--- config.mk ---
export PLATFORM = sky130hd
export DESIGN_NAME = piecewise_linear_interpolator_core
export DESIGN_NICKNAME = d
export VERILOG_FILES = /design/src/plin_pkg.sv /design/src/piecewise_linear_interpolator_core.sv /design/src/plin_ram.sv /design/src/plin_muldiv.sv
export SDC_FILE = /design/constraint.sdc
export NUM_CORES = 2
export LEC_CHECK = 0
export BUFFER_PORTS_ARGS = -buffer_cell sky130_fd_sc_hd__buf_4
export CAP_MARGIN = 30
export CORE_ASPECT_RATIO = 0.5
export CORE_MARGIN = 8
export CORE_UTILIZATION = 45
export CTS_CLUSTER_SIZE = 28
export DETAILED_ROUTE_END_ITERATION = 7
export HOLD_SLACK_MARGIN = 0.05
export PLACE_DENSITY = 0.68
export SYNTH_ARGS = -nofsm -noshare
export SYNTH_HDL_FRONTEND = slang
export SYNTH_HIERARCHICAL = 1
export SYNTH_SLANG_ARGS = --single-unit
--- constraint.sdc ---
create_clock -name i_clk -period 9.3 [get_ports i_clk]
set_input_delay 0.93 -clock i_clk [delete_from_list [all_inputs] [get_ports i_clk]]
set_output_delay 0.93 -clock i_clk [all_outputs]
set_load 0.1 [all_outputs]
--- src/plin_pkg.sv ---
// shared types and constants of the piecewise linear interpolator
`timescale 1ns / 1ps

package plin_pkg;

    // width of one Q16.16 value
    localparam int DATA_W = 32;
    // width of the step counter of one multiply or one divide pass
    localparam int STEP_W = $clog2(DATA_W);

    // command codes
    typedef logic [0:0] t_cmd;
    localparam t_cmd CMD_LOAD  = 1'b0;
    localparam t_cmd CMD_QUERY = 1'b1;

    // result status codes
    typedef logic [1:0] t_status;
    localparam t_status ST_INTERP = 2'd0;
    localparam t_status ST_LOW    = 2'd1;
    localparam t_status ST_HIGH   = 2'd2;
    localparam t_status ST_NONE   = 2'd3;

endpackage

--- src/piecewise_linear_interpolator_core.sv ---
// piecewise linear interpolation table, top level with query sequencer
`timescale 1ns / 1ps

// Holds up to MAX_POINTS breakpoint pairs (x, y) in signed Q16.16 and answers
// queries by linear interpolation on the first interval that holds the query,
// clamping to the first or last y outside the table; a query that no
// interval holds gives the no-interval status. A load transfer writes one
// pair and gives no result. A query reads the table one entry per cycle: the
// first entry for a low clamp, then the last for a high clamp (a point count
// of zero goes straight to the result), then the entries from the second on
// up to the interval found, which the shared multiply/divide unit finishes
// (32 shift-add steps, 32 restoring divide steps, the done flag and the
// result). The divide truncates toward zero. The block accepts no new item
// while a query is in progress; a finished result waits in an output
// register while the next item is accepted. The table has no reset and must
// be loaded before it is queried; point_count resets to 2.
module piecewise_linear_interpolator_core
    import plin_pkg::*;
#(
    parameter int MAX_POINTS = 16
) (
    input  logic                     i_clk,
    input  logic                     i_rst_n,
    // configuration write channel
    input  logic                     i_cfg_valid,
    output logic                     o_cfg_ready,
    input  logic [4:0]               i_cfg_data,
    // input item channel
    input  logic                     i_in_valid,
    output logic                     o_in_ready,
    input  logic                     i_command,
    input  logic [3:0]               i_point_index,
    input  logic signed [DATA_W-1:0] i_point_x,
    input  logic signed [DATA_W-1:0] i_point_y,
    input  logic signed [DATA_W-1:0] i_query_x,
    // result channel
    output logic                     o_out_valid,
    input  logic                     i_out_ready,
    output logic signed [DATA_W-1:0] o_result_y,
    output logic [1:0]               o_status
);

    localparam int AW = $clog2(MAX_POINTS);
    localparam int CW = $clog2(MAX_POINTS + 1);
    localparam int NW = (CW > 5) ? CW : 5;

    typedef enum logic [5:0] {
        S_IDLE  = 6'b000001,
        S_FIRST = 6'b000010,
        S_LAST  = 6'b000100,
        S_SCAN  = 6'b001000,
        S_CALC  = 6'b010000,
        S_OUT   = 6'b100000
    } t_state;

    t_state                   r_state, n_state;
    logic [4:0]               r_point_count;
    logic [AW-1:0]            r_addr, n_addr;
    logic [AW-1:0]            r_last, n_last;
    logic                     r_ovalid, n_ovalid;
    logic signed [DATA_W-1:0] r_q, n_q;
    logic signed [DATA_W-1:0] r_px, n_px;
    logic signed [DATA_W-1:0] r_py, n_py;
    logic                     r_neg, n_neg;
    logic signed [DATA_W-1:0] r_res_y, n_res_y;
    t_status                  r_res_st, n_res_st;
    logic signed [DATA_W-1:0] r_out_y;
    t_status                  r_out_st;

    logic                     in_fire;
    logic                     ram_we;
    logic [AW-1:0]            ram_waddr;
    logic [2*DATA_W-1:0]      rd_data;
    logic signed [DATA_W-1:0] rd_x;
    logic signed [DATA_W-1:0] rd_y;
    logic [NW-1:0]            cnt_ext;
    logic [NW-1:0]            n_eff;
    logic                     in_interval;
    logic                     y_down;
    logic                     mul_start;
    logic [DATA_W-1:0]        mul_mag;
    logic [DATA_W-1:0]        mul_dq;
    logic [DATA_W-1:0]        mul_dx;
    logic                     md_done;
    logic [DATA_W-1:0]        md_quot;
    logic                     out_load;

    assign o_cfg_ready = 1'b1;
    assign o_in_ready  = (r_state == S_IDLE);
    assign in_fire     = i_in_valid & o_in_ready;

    // breakpoint load, out of range indexes are dropped
    assign ram_we    = in_fire && (i_command == CMD_LOAD)
                       && (32'(i_point_index) < MAX_POINTS);
    assign ram_waddr = AW'(32'(i_point_index));

    plin_ram #(
        .WIDTH (2 * DATA_W),
        .DEPTH (MAX_POINTS)
    ) u_table (
        .i_clk   (i_clk),
        .i_we    (ram_we),
        .i_waddr (ram_waddr),
        .i_wdata ({i_point_x, i_point_y}),
        .i_raddr (n_addr),
        .o_rdata (rd_data)
    );

    assign rd_x = rd_data[2*DATA_W-1:DATA_W];
    assign rd_y = rd_data[DATA_W-1:0];

    // effective point count, limited to the table depth
    assign cnt_ext = NW'(r_point_count);
    assign n_eff   = (cnt_ext > NW'(MAX_POINTS)) ? NW'(MAX_POINTS) : cnt_ext;

    // interval test and operands for the multiply/divide unit
    assign in_interval = (r_px <= r_q) && (r_q <= rd_x);
    assign y_down      = (rd_y < r_py);
    assign mul_mag     = y_down ? DATA_W'(r_py - rd_y) : DATA_W'(rd_y - r_py);
    assign mul_dq      = DATA_W'(r_q - r_px);
    assign mul_dx      = DATA_W'(rd_x - r_px);

    plin_muldiv u_muldiv (
        .i_clk   (i_clk),
        .i_rst_n (i_rst_n),
        .i_start (mul_start),
        .i_mag   (mul_mag),
        .i_dq    (mul_dq),
        .i_dx    (mul_dx),
        .o_done  (md_done),
        .o_quot  (md_quot)
    );

    // query sequencer
    always_comb begin
        n_state   = r_state;
        n_addr    = r_addr;
        n_last    = r_last;
        n_q       = r_q;
        n_px      = r_px;
        n_py      = r_py;
        n_neg     = r_neg;
        n_res_y   = r_res_y;
        n_res_st  = r_res_st;
        n_ovalid  = r_ovalid & ~i_out_ready;
        mul_start = 1'b0;
        out_load  = 1'b0;
        unique case (r_state)
            S_IDLE: begin
                if (in_fire && (i_command == CMD_QUERY)) begin
                    n_q    = i_query_x;
                    n_last = AW'(n_eff - NW'(1));
                    n_addr = '0;
                    if (n_eff == '0) begin
                        n_res_y  = '0;
                        n_res_st = ST_NONE;
                        n_state  = S_OUT;
                    end else begin
                        n_state = S_FIRST;
                    end
                end
            end
            S_FIRST: begin
                // first entry on the read port
                if (r_q <= rd_x) begin
                    n_res_y  = rd_y;
                    n_res_st = ST_LOW;
                    n_state  = S_OUT;
                end else begin
                    n_px    = rd_x;
                    n_py    = rd_y;
                    n_addr  = r_last;
                    n_state = S_LAST;
                end
            end
            S_LAST: begin
                // last entry on the read port
                if (r_q >= rd_x) begin
                    n_res_y  = rd_y;
                    n_res_st = ST_HIGH;
                    n_state  = S_OUT;
                end else begin
                    n_addr  = AW'(1);
                    n_state = S_SCAN;
                end
            end
            S_SCAN: begin
                // previous entry in registers, current on the read port
                if (in_interval) begin
                    if (r_px == rd_x) begin
                        n_res_y  = r_py;
                        n_res_st = ST_INTERP;
                        n_state  = S_OUT;
                    end else begin
                        mul_start = 1'b1;
                        n_neg     = y_down;
                        n_state   = S_CALC;
                    end
                end else if (r_addr == r_last) begin
                    n_res_y  = '0;
                    n_res_st = ST_NONE;
                    n_state  = S_OUT;
                end else begin
                    n_px   = rd_x;
                    n_py   = rd_y;
                    n_addr = AW'(r_addr + 1'b1);
                end
            end
            S_CALC: begin
                if (md_done) begin
                    n_res_y  = r_neg ? (r_py - signed'(md_quot))
                                     : (r_py + signed'(md_quot));
                    n_res_st = ST_INTERP;
                    n_state  = S_OUT;
                end
            end
            S_OUT: begin
                // hand over once the output register is free
                if (!r_ovalid || i_out_ready) begin
                    n_ovalid = 1'b1;
                    out_load = 1'b1;
                    n_state  = S_IDLE;
                end
            end
            default: begin
                n_state = S_IDLE;
            end
        endcase
    end

    // control registers
    always_ff @(posedge i_clk) begin
        if (!i_rst_n) begin
            r_state       <= S_IDLE;
            r_point_count <= 5'd2;
            r_addr        <= '0;
            r_last        <= '0;
            r_ovalid      <= 1'b0;
        end else begin
            r_state  <= n_state;
            r_addr   <= n_addr;
            r_last   <= n_last;
            r_ovalid <= n_ovalid;
            if (i_cfg_valid && o_cfg_ready) begin
                r_point_count <= i_cfg_data;
            end
        end
    end

    // datapath registers
    always_ff @(posedge i_clk) begin
        r_q      <= n_q;
        r_px     <= n_px;
        r_py     <= n_py;
        r_neg    <= n_neg;
        r_res_y  <= n_res_y;
        r_res_st <= n_res_st;
        if (out_load) begin
            r_out_y  <= r_res_y;
            r_out_st <= r_res_st;
        end
    end

    assign o_out_valid = r_ovalid;
    assign o_result_y  = r_out_y;
    assign o_status    = r_out_st;

endmodule

--- src/plin_ram.sv ---
// generic simple dual port ram with registered read
`timescale 1ns / 1ps

module plin_ram #(
    parameter int WIDTH = 64,
    parameter int DEPTH = 16
) (
    input  logic                       i_clk,
    input  logic                       i_we,
    input  logic [$clog2(DEPTH)-1:0]   i_waddr,
    input  logic [WIDTH-1:0]           i_wdata,
    input  logic [$clog2(DEPTH)-1:0]   i_raddr,
    output logic [WIDTH-1:0]           o_rdata
);

    logic [WIDTH-1:0] r_mem [DEPTH];
    logic [WIDTH-1:0] r_rdata;

    // write port and registered read port
    always_ff @(posedge i_clk) begin
        if (i_we) begin
            r_mem[i_waddr] <= i_wdata;
        end
        r_rdata <= r_mem[i_raddr];
    end

    assign o_rdata = r_rdata;

endmodule

--- src/plin_muldiv.sv ---
// iterative shift-add multiply then restoring divide on one shared adder
`timescale 1ns / 1ps

module plin_muldiv
    import plin_pkg::*;
(
    input  logic              i_clk,
    input  logic              i_rst_n,
    input  logic              i_start,
    input  logic [DATA_W-1:0] i_mag,
    input  logic [DATA_W-1:0] i_dq,
    input  logic [DATA_W-1:0] i_dx,
    output logic              o_done,
    output logic [DATA_W-1:0] o_quot
);

    localparam int OPW = DATA_W + 2;
    localparam logic [STEP_W-1:0] LAST_STEP = STEP_W'(DATA_W - 1);

    logic              r_busy, n_busy;
    logic              r_div, n_div;
    logic              r_done, n_done;
    logic [STEP_W-1:0] r_cnt, n_cnt;
    logic [DATA_W-1:0] r_hi, n_hi;
    logic [DATA_W-1:0] r_lo, n_lo;
    logic [DATA_W-1:0] r_mag;
    logic [DATA_W-1:0] r_dx;

    logic [OPW-1:0] op_a;
    logic [OPW-1:0] op_b;
    logic [OPW-1:0] arith;
    logic           ge;

    // operand select for the shared add/sub
    always_comb begin
        if (r_div) begin
            op_a = {1'b0, r_hi, r_lo[DATA_W-1]};
            op_b = {2'b00, r_dx};
        end else begin
            op_a = {2'b00, r_hi};
            op_b = r_lo[0] ? {2'b00, r_mag} : '0;
        end
    end

    // the shared adder
    assign arith = r_div ? (op_a - op_b) : (op_a + op_b);
    assign ge    = ~arith[OPW-1];

    // step sequencing
    always_comb begin
        n_busy = r_busy;
        n_div  = r_div;
        n_done = 1'b0;
        n_cnt  = r_cnt;
        n_hi   = r_hi;
        n_lo   = r_lo;
        if (i_start) begin
            n_busy = 1'b1;
            n_div  = 1'b0;
            n_cnt  = '0;
            n_hi   = '0;
            n_lo   = i_dq;
        end else if (r_busy) begin
            n_cnt = STEP_W'(r_cnt + 1'b1);
            if (r_div) begin
                // restoring divide step, quotient bits shift into lo
                n_hi = ge ? arith[DATA_W-1:0] : op_a[DATA_W-1:0];
                n_lo = {r_lo[DATA_W-2:0], ge};
                if (r_cnt == LAST_STEP) begin
                    n_busy = 1'b0;
                    n_done = 1'b1;
                end
            end else begin
                // shift-add multiply step, product ends in {hi, lo}
                n_hi = arith[DATA_W:1];
                n_lo = {arith[0], r_lo[DATA_W-1:1]};
                if (r_cnt == LAST_STEP) begin
                    n_div = 1'b1;
                end
            end
        end
    end

    // control registers
    always_ff @(posedge i_clk) begin
        if (!i_rst_n) begin
            r_busy <= 1'b0;
            r_div  <= 1'b0;
            r_done <= 1'b0;
            r_cnt  <= '0;
        end else begin
            r_busy <= n_busy;
            r_div  <= n_div;
            r_done <= n_done;
            r_cnt  <= n_cnt;
        end
    end

    // datapath registers
    always_ff @(posedge i_clk) begin
        r_hi <= n_hi;
        r_lo <= n_lo;
        if (i_start) begin
            r_mag <= i_mag;
            r_dx  <= i_dx;
        end
    end

    assign o_done = r_done;
    assign o_quot = r_lo;

endmodule

* Word level (Yosys, flattened, before mapping)
Memories as Yosys holds them, arrays and structs flattened. A register that Yosys moved wholly into a read port is not among the register bits. Cells that the tools add are included.
Word-level totals: word-level logic and storage cells 152, memory bits (writable) 1024, input port bits 111, output and inout bits 37, memories kept 1, register bits after elaboration 321
Operators by class: mux-type cells 69, magnitude comparators 5, add/sub/neg operators 11, eq/ne operators 20, bitwise operators 9, reduce and logical (&&, ||, !) cells 16
Memories:
- u_table.r_mem | words 16, bits a word 64, read ports 1, clocked after memory_dff 1, write ports 1, line plin_ram.sv:16 | logic [WIDTH-1:0] r_mem [DEPTH];
Operator list (count):
- $mux W32 | 22
- $pmux W32 S5 | 1
- $sub A32 B32 Y32 | 5
- $pmux W32 S2 | 2
- $mux W34 | 2
- $le A32 B32 Y1 | 2
- $mux W6 | 9
- $pmux W6 S6 | 1
- $add A33 B34 Y34 | 1
- $sub A33 B34 Y34 | 1
- $mux W33 | 1
- $add A32 B32 Y32 | 1
- $eq A32 B32 Y1 | 1
- $ge A32 B32 Y1 | 1
- $lt A32 B32 Y1 | 1
- $mux W4 | 5
- $mux W2 | 8
- $pmux W4 S4 | 1
- $mux W1 | 15
- $ne A2 B2 Y1 const B | 6
- $pmux W2 S5 | 1
- $reduce_and A4 Y1 | 2
- $reduce_and A8 Y1 | 1
- $not A1 Y1 | 7
- other kinds (26) | 33

* Depth between registers and ports, before layout
depth after elaboration 8, depth in mapped cells 30, mapped depth without buffers 22

* By module
The synthesis kept the hierarchy.
By module, submodules not included:
- plin_ram | cells an instance 1647, times used 1, seq. area each 32030.7 um^2, area each 39585.5 um^2
- piecewise_linear_interpolator_core | cells an instance 1815, times used 1, seq. area each 5355.1 um^2, area each 16428.3 um^2
- plin_muldiv | cells an instance 1033, times used 1, seq. area each 3683.5 um^2, area each 9195.1 um^2

* Least setup slack after synthesis
Ideal clock, no wire load.
path type register to register, start point register r_state[2], end point memory u_table.r_mem[0][0], enable pin, path buffers 0, data required time 8735 ps, setup slack 2123 ps, stages on the path, launching flop included 8, period minus slack after synthesis 7177 ps, arrival time 6611 ps, library setup time 565 ps, cell sequence dfxtp_1 > nor4_1 > nand3b_1 > inv_1 > nand2_1 > nor2_1 > or3b_2 > nor3_1
Between the ends: longest elaborated chain between the ends 5
Ends and longest elaborated chain:
- start: declaration | line piecewise_linear_interpolator_core.sv:56 | t_state r_state, n_state;
- start signal: assignment | line piecewise_linear_interpolator_core.sv:240 | r_state <= n_state;
- $eq A6 B1 Y1 | line piecewise_linear_interpolator_core.sv:89 | assign o_in_ready = (r_state == S_IDLE);
- net o_in_ready | line piecewise_linear_interpolator_core.sv:30 | output logic o_in_ready,
- $and A1 B1 Y1 | line piecewise_linear_interpolator_core.sv:90 | assign in_fire = i_in_valid & o_in_ready;
- $logic_and A1 B1 Y1 | line piecewise_linear_interpolator_core.sv:93 | assign ram_we = in_fire && (i_command == CMD_LOAD)
- net ram_we | line piecewise_linear_interpolator_core.sv:71 | logic ram_we;
- $mux W1 | line plin_ram.sv:21 | if (i_we) begin
- $mux W1 (implied by the code) | line plin_ram.sv:22 | r_mem[i_waddr] <= i_wdata;
- end: declaration | line plin_ram.sv:16
The timed path passes the listed nets, and every way through them passes these cells.

* Worst setup path after layout
start point register u_muldiv.r_div, end point register u_muldiv.r_hi[25]
Between the ends: longest elaborated chain between the ends 5, elaborated cells on any way between the ends 7, classes of those cells add/sub (2); mux (5)
Ends and longest elaborated chain:
- start: declaration | line plin_muldiv.sv:21 | logic r_div, n_div;
- start signal: assignment | line plin_muldiv.sv:93 | r_div <= n_div;
- $mux W33 / $mux W34 (equally long branches) | line plin_muldiv.sv:36 | if (r_div) begin
- $add A33 B34 Y34 / $sub A33 B34 Y34 (equally long branches) | line plin_muldiv.sv:46 | assign arith = r_div ? (op_a - op_b) : (op_a + op_b);
- $mux W34 | line plin_muldiv.sv:46
- $mux W32 | line plin_muldiv.sv:67 | n_hi = ge ? arith[DATA_W-1:0] : op_a[DATA_W-1:0];
- $mux W32 (*) | line plin_muldiv.sv:65 | if (r_div) begin
- end signal: assignment | line plin_muldiv.sv:101 | r_hi <= n_hi;
- end: declaration | line plin_muldiv.sv:24 | logic [DATA_W-1:0] r_hi, n_hi;
Mark *: on every way between the ends. The rest lies on a longest branch, timed or not. A chain may end at the register's enable or synchronous reset.

==> key figures <==
GRT
  • Vias in the first global route: slightly below 40000
  • First-pass GRT wire length: 253000 µm
  • Largest net degree at the start of global routing: between 100 and 150
  • Total global routing overflow: 0
  • Initial antenna violation count: 17
  • All-Layer GR Usage: 0.210

Logic synthesis
  • Post-synth EDFFs: about 1300
  • Synth Area per Inst: roughly 15 µm²
  • Commonest cells in the netlist: 1285 x edfxtp_1, 335 x nand2_1, 256 x mux4_2
  • Ranking of synthesized cells by area: edfxtp_1 59%, mux4_2 8.8%, ha_1 4.4%
  • FF+latch count, synth: 1409
  • Unique masters post-synth: about 100
  • Area leader, netlist: edfxtp_1
  • Most common cell in the netlist: edfxtp_1
  • Post-synth top area share: 0.592
  • Syn nets: between 4000 and 5000
  • Top FF cell, synth: edfxtp_1
  • Cell area after synthesis: approximately 0.065 mm²
  • FFs w/ async S/R, synth: 0
  • Cell count after synthesis: 4495
  • Sequential area share after synthesis: 0.630
  • YS warnings: 6

Drt
  • DR vias: 40200
  • DR WL/cell: roughly 26 µm
  • Uppermost routed layer: met5
  • DRC Markers: 0
  • Drt pass-1 iters: 8
  • Vias per cell: roughly 6.0
  • Post-route ant nets: 0
  • Iteration-0 DRC Markers: ~4100
  • Met1 Wirelength: 72700 µm
  • WL final: approximately 170000 µm
  • WL met3: ~12000 µm
  • Routed met2 length: between 80000 and 90000 µm

Timing
  • Final Max Slew Viols: 0
  • Final worst path period share: 0.697
  • Period minus WS final: 6.48 ns
  • # setup viols final: 0
  • Hold Vio Cnt, Final: 0
  • Worst setup margin: around 2.8 ns
  • Actual slew at the worst max-slew pin: 1.08 ns
  • RSZ-0062 raised after global routing: no
  • Max Clk Rate: about 0.15 GHz
  • Setup TNS: 0 ns
  • Clock skew: approximately 0.05 ns
  • Max_slew headroom: 0.280

Min path
  • Worst hold-check path type: primary input to flop

Floorplanning
  • Starting Density: 0.455
  • Core area: about 0.14 mm²
  • Die height: ~290 µm
  • Die W: 554 µm
  • Full die area: around 0.16 mm²
  • Rows: between 90 and 100
  • # IOs: ~150

Placement
  • GPL Wtd Cong: approximately 0.9
  • Placed cell areas: 0.0685 mm²
  • Placed Cells: 6400
  • PortBufs: 146
  • Post-place setup slack: roughly 2.9 ns
  • Final HPWL DP: 110000 µm

Job
  • Max cap viols: 0

CTS
  • Hold buffers post-CTS: 0
  • CTS tree: built
  • Clock Pin Slew Worst Setup and Hold Paths: roughly 0.060 ns
  • Clk Latency, worst-skew pair: ~0.79 ns
  • Cts bufs inserted: between 100 and 150
  • Root Buffer: clkbuf_16
  • # H-tree levels: 4
  • CTS resizes: 0
  • Longest Clk Path Bufs: 3
  • Sink Count: 1409
  • Post-CTS Setup Inserts: 0

Cells and area
  • Area growth from synthesis to layout: 12.0%
  • Layout cell share with drive strength beyond 1: 0.162
  • Post-route cell area: approximately 0.073 mm²
  • Non-filler cells, final: 6650
  • # nets final: 4979

Worst setup path
  • Critical Path AT: 7.11 ns
  • CP Capture Type: flop
  • CP required: 9.93 ns
  • Largest fanout on the critical path: 85
  • Startpoint type of the worst setup path: flop
  • R2R Setup Slk: 2.82 ns
  • Critical path class: flop to flop

Status
  • Status: finished, final reports clean

Pwr
  • Max VDD drop: roughly 0.18 mV
  • PD cells: between 150 and 200 mW/mm²
  • Pleak: approximately 25 nW
stage by stage:
step / total power [W] / util / hold WS [ns]
floorplan: 0.00806 / - / 0.400
global placement: 0.00845 / 0.477 / 0.404
detailed placement: 0.00849 / 0.478 / 0.405
CTS: 0.0140 / 0.509 / 0.275
global route: 0.0144 / 0.510 / 0.291
finish: 0.0139 / 0.510 / 0.324
final timing paths:
kind | endpoint | cells past startpoint | from
worst max-delay path | u_muldiv/r_hi[25] | 19 | u_muldiv/r_div
worst min register to register | o_result_y[27] | 0 | r_res_y[27]
worst min-delay path | r_q[25] | 1 | i_query_x[25]
worst max register to register | u_muldiv/r_hi[25] | 19 | u_muldiv/r_div
cell type report:
cell class	count	area (µm²)
clock inverters	69	940
well taps	1900	2380
fillers	11600	70300
flip-flops and latches	1409	41100
diodes	6	15.0
repair buffers	205	1720
inverters	191	722
multi-input cells	2698	22700
clock buffers	172	3570
cells by family (layout without fill, tap and decap cells):
| family | Yosys count | after routing | synth area share |
|---|---|---|---|
| muxes | 364 | 364 | 0.106 |
| DFF | 1409 | 1409 | 0.630 |
| other | 1 | 7 | 0.0000575 |
| and+or+nand+nor | 938 | 938 | 0.0688 |
| xor gates and xnor gates | 197 | 197 | 0.0267 |
| adders and majority gates | 233 | 233 | 0.0454 |
| buffers and inverters | 388 | 637 | 0.0252 |
| AOI/OAI and AO/OA | 965 | 965 | 0.0983 |
sequential cells by signal (all words and copies together) (netlist names), 4 cells and up:
register and cells:
cnt_ext 5, o_result_y 32, r_addr 4, r_last 4, r_px 32, r_py 32
r_q 32, r_res_y 32, r_state 6, u_muldiv/o_quot 32, u_muldiv/r_cnt 5, u_muldiv/r_dx 32
u_muldiv/r_hi 32, u_muldiv/r_mag 32, u_table/o_rdata 64, u_table/r_mem 1024
metal layers:
layer,vias to the layer above,GRT usage
li1,17800,-
met1,20700,0.286
met2,1504,0.353
met3,216,0.0351
met4,4,0.0531
met5,-,0
report_power, final:
part,internal (W),total (W),switching [W],leakage [nW]
Combinational,0.000451,0.00123,0.000774,10.2
Clock,0.00312,0.00556,0.00244,2.17
Sequential,0.00705,0.00715,0.0000977,12.6
Total,0.0106,0.0139,0.00331,25.0
critical path: stages, from the launching register on:
cell and delay, ns:
dfxtp_4 0.86, buf_4 0.75, o21ai_0 0.28, or3b_1 0.51, and4bb_2 0.39, nand3_2 0.10, a221o_1 0.31, a21boi_0 0.14
o41ai_1 0.54, ha_1 0.39, nand3_1 0.18, o221ai_1 0.14, a21oi_1 0.18, o21bai_1 0.10, nor2_1 0.16, o21a_1 0.45
buf_16 0.23, nand2_1 0.06, and3_1 0.15, a2111oi_0 0.38
placed cells by master, fill, tap and decap left out, types with 131 or more instances in the layout:
cell,instances
buf_4,192
ha_1,227
clkbuf_16,131
o21ai_0,218
a22oi_1,145
mux4_2,256
nor2_1,212
nand2_1,332
a21oi_1,213
inv_1,188
xnor2_1,132
edfxtp_1,1285
Note: power is estimated with default switching activity, not from simulation.
